==> src/rtl/core/pdoq_pkg.sv <==
// pdoq_pkg: types, codes and helpers shared by the sorted priority queue
// no dependencies
`timescale 1ns / 1ps

package pdoq_pkg;

	typedef enum logic [1:0] {
		MODE_PUSH  = 2'd0,
		MODE_POP   = 2'd1,
		MODE_PEEK  = 2'd2,
		MODE_COUNT = 2'd3
	} mode_t;

	typedef enum logic [1:0] {
		ST_OK    = 2'd0,
		ST_EMPTY = 2'd1,
		ST_FULL  = 2'd2
	} status_t;

	typedef enum logic [1:0] {
		S_IDLE,
		S_HEAD,
		S_SCAN,
		S_CMP
	} state_t;

	// sort key, most significant field first so a plain compare orders it
	typedef struct packed {
		logic [2:0]  prio;
		logic [13:0] year;
		logic [3:0]  month;
		logic [4:0]  day;
	} key_t;

	localparam int KEY_W = $bits(key_t);

	localparam logic [2:0] CAT_BOSS        = 3'd0;
	localparam logic [2:0] CAT_SUBORDINATE = 3'd1;
	localparam logic [2:0] CAT_PEER        = 3'd2;
	localparam logic [2:0] CAT_IMPORTANT   = 3'd3;

	function automatic logic [2:0] prio_of(input logic [2:0] cat);
		logic [2:0] p;
		unique case (cat)
			CAT_BOSS:        p = 3'd5;
			CAT_SUBORDINATE: p = 3'd4;
			CAT_PEER:        p = 3'd3;
			CAT_IMPORTANT:   p = 3'd2;
			default:         p = 3'd1;
		endcase
		return p;
	endfunction

endpackage

==> src/rtl/core/pdoq_rank.sv <==
// pdoq_rank: shared ordering compare used by the insertion scan
// depends on pdoq_pkg
`timescale 1ns / 1ps

module pdoq_rank
	import pdoq_pkg::*;
(
	input  key_t held,
	input  key_t incoming,
	output logic below
);

	// held entry is served after the incoming one
	assign below = (held < incoming);

endmodule

==> config.mk <==
export PLATFORM = sky130hd
export DESIGN_NAME = pdoq_rank
export DESIGN_NICKNAME = d
export VERILOG_FILES = /design/src/rtl/core/pdoq_pkg.sv /design/src/rtl/core/pdoq_rank.sv
export SDC_FILE = /design/constraint.sdc
export NUM_CORES = 1
export LEC_CHECK = 0
export BUFFER_PORTS_ARGS = -buffer_cell sky130_fd_sc_hd__buf_2
export CORE_MARGIN = 4
export CORE_UTILIZATION = 44
export DETAILED_ROUTE_END_ITERATION = 8
export MAX_ROUTING_LAYER = met4
export PLACE_DENSITY = 0.94
export SLEW_MARGIN = 25
export SYNTH_ARGS = -nofsm -noshare
export SYNTH_HDL_FRONTEND = slang
export SYNTH_SLANG_ARGS = --single-unit
==> constraint.sdc <==
create_clock -name vclk -period 3.4
set_input_delay 0.51 -clock vclk [all_inputs]
set_output_delay 0.51 -clock vclk [all_outputs]
set_load 0.02 [all_outputs]
Yosys cells after proc, flatten, opt, wreduce, memory -nomap -nowiden. Index checks and enable logic that the tools add are counted.

Bits in writable memories: 0. Logic and storage cells: 1. Memories kept: 0. Latch bits: 0. Flip-flop bits (word level): 0. Memory bits (read-only): 0. Bits of input ports: 52. Output and inout bits: 1.

Multiplexer cells: 0. Equality and inequality tests: 0. Reductions and logical operators: 0. Multipliers: 0. Shifts and indexed selects: 0. $add $sub $neg: 0. Divide/modulo/power cells: 0. Bitwise operators: 0. Magnitude comparators: 1.

Operators by type and width (number): < comparator 26 bit (1).

Depth between registers and ports, before layout.
Depth after elaboration: 1. Gate-level depth with buffers: 7. Mapped depth without buffers: 7.

Least setup slack after synthesis. Ideal clock, no wire load.

Kind: input-to-output. From: input port incoming[17] in the netlist's numbering. To: output port below. Data required time: 2890 ps. Stages on the path: 7. Buffers on the path: 0. Slack: 1129 ps. Data arrival time: 1761 ps. Cell sequence: inv_1 ha_1 a21oi_1 o21ai_1 a221oi_1 o21ai_1 a41oi_1.

Cells in the longest elaborated chain, start to end: 1.

Ends and longest elaborated chain: start: declaration (RTL line pdoq_rank.sv:9) `input key_t incoming,`; < comparator 26 bit (RTL line pdoq_rank.sv:14) `assign below = (held < incoming);`; end: declaration (RTL line pdoq_rank.sv:10) `output logic below`.

No other way between the ends.

Final worst setup path.
From: input port incoming[25] in the netlist's numbering. To: output port below.

Same word-level chain as after synthesis.

==> results.py <==
metrics = {
    "floorplan": {
        "coreArea_um2": 1318,
        "die_w_um": 45.82,
        "ios": 53,
        "initial_core_util": 0.4777,
        "die_h_um": 45.82,
        "fp-row-count": 13,
        "fp.dieArea_um2": 2099,
    },
    "grt": {
        "grt_max_degree": 4,
        "grt_pass1_wl_mm": 2.270,
        "antenna_found_initial": 0,
        "globalRouteTotalUtil": 0.1423,
        "first_global_vias": 661,
        "overflow": 0,
    },
    "route": {
        "post_drt_wl_per_cell_um": 10.35,
        "routed_via_density": 4.911,
        "dr_wl_met3_um": 141,
        "drc": 0,
        "met1_length_um": 584,
        "ant_nets": 0,
        "drt_wl_total_mm": 1.625,
        "dr.pass1.iters": 4,
        "dr_wl_met2_um": 899,
        "vias": 771,
        "routed.top_layer": "met3",
        "drt_iter0_markers": 5,
    },
    "timing": {
        "period_share": 0.6953,
        "setup_viol": 0,
        "min_period_ns": 2.364,
        "fmax_mhz": 423.0,
        "rsz0062_at_grt": "no",
        "maxSlewViolCount": 0,
        "hold_viol": 0,
        "fin_tns_setup_ns": 0,
        "whs_ns": 1.583,
        "worst_pin_slew_ns": 0.2465,
        "slew_headroom": 0.8343,
    },
    "clock_tree": {
        "postCtsSetupRepairBufs": 0,
        "cts_resized": 0,
        "cts_hold_buf": 0,
    },
    "critical_path": {
        "cpPeakStageDelay_ns": 0.33,
        "critical_path_required_ns": 2.89,
        "critPathMaxFanout": 3,
        "startpoint_type": "input port",
        "crit_type": "in -> out",
        "worstPathArrival_ns": 1.85,
        "worstPathCellList": "buf_2, inv_1, ha_1, nand4_2, nor4_2, a221oi_1, o21ai_1, a41oi_1, buf_2",
        "cp_slowest_cell": "nor4_2",
        "end_kind": "output pin",
        "cpMostUsedCell": "buf_2",
    },
    "finish": {
        "n_antenna_cell": 0,
        "design_area_um2": 913.4,
        "nClkBuffers": 0,
        "nFlopsAndLatches": 0,
        "post-route-util": 0.6933,
        "drive_gt1_frac": 0.3873,
        "layout.nets": 221,
        "seqCellArea_um2": 0,
        "syn_to_final_growth_pct": 45.13,
    },
    "synth": {
        "synth_top_area_frac": 0.4970,
        "yosysWarningCount": 0,
        "synthesis.nets": 166,
        "yosysSeqAreaShare": 0,
        "avgSynthCellArea_um2": 7.071,
        "synth_xor_area_frac": 0,
        "ys_types": 18,
        "synth.mux.area_fraction": 0,
        "synth_adder_area_share": 0.4970,
        "synthesis.area_um2": 629.4,
        "synth_top_family_by_area": "adder cells",
        "synthTopCellsByArea": "ha_1 50%, inv_1 15%, a21oi_1 8.0%, nand2_1 3.6%, nand4_1 3.0%",
        "yosys.area.top_type": "ha_1",
        "yosys.area_share.simple": 0.1690,
        "synth_common_cells": "25 x ha_1, 25 x inv_1, 10 x a21oi_1, 6 x nand2_1",
        "syn_inst": 89,
        "synth_compound_area_frac": 0.1849,
    },
    "worst_hold_path": {
        "min_path_type": "in -> out",
    },
    "flow_run": {
        "drv_cap": 0,
    },
    "place": {
        "postPlaceCellArea_um2": 913.4,
        "io_buffer_count": 53,
        "dpl.hpwl_mm": 1.574,
        "place_congestion": 0.6947,
    },
    "pwr": {
        "cellLeakagePower_nw": 0.6045,
        "irDropWorstVdd_uv": 60.01,
        "p_per_area_nw_per_um2": 108.1,
    },
    "run_status": {
        "status": "complete, no violations",
    },
}
layout make-up:
cell class	instances	area, µm²
Fill cell	121	404.1
Inverter	25	93.84
Multi-Input combinational cell	64	535.5
Tap cell	15	18.77
Timing Repair Buffer	53	265.3
power breakdown:
part / switching (mW) / internal [mW]
clock network: 0 / 0
registers: 0 / 0
logic: 0.0463 / 0.0525
total: 0.0463 / 0.0525
routing by layer:
metal / up-vias / global-route usage
met5: - / -
met4: 0 / 0
met3: 0 / 0.003953
met2: 28 / 0.3203
met1: 330 / 0.1333
li1: 413 / -
through the flow:
stage	power (mW)	cells	worst slack [ns]
after detailed placement	0.09964	157	1.008
after CTS	0.1002	157	1.005
after floorplan	0.05606	89	1.129
after global routing	0.1139	157	0.8896
after global placement	0.09359	157	1.048
final	0.09877	157	1.036
cell families after synthesis:
family	count (synthesis)
buffers and inverters	25
AO/OA/AOI/OAI	20
AND/OR/NAND/NOR	19
adder cells (fa/ha/maj)	25
worst max-delay path, delay by kind of cell:
family                   cells  cell delay (ns)
buffers and inverters        3             0.28
AO/OA/AOI/OAI                3             0.24
adder cells (fa/ha/maj)      1             0.32
AND/OR/NAND/NOR              2             0.49
final timing paths:
path	from	end	depth (start not counted)
setup / recovery	incoming[25]	below	9
hold / removal	held[21]	below	6
cells in the final DEF (no fill, tap or decap), drive strengths merged:
master	count
nor2	3
nand2	6
o21ai	5
o2111ai	1
inv	25
buf	53
nand2b	1
nand4	4
a221oi	1
a21oi	10
a41oi	1
ha	25
a211oi	1
a21o	1
nand3	2
nor2b	2
nor4	1
(Power assumes the default switching activity.)
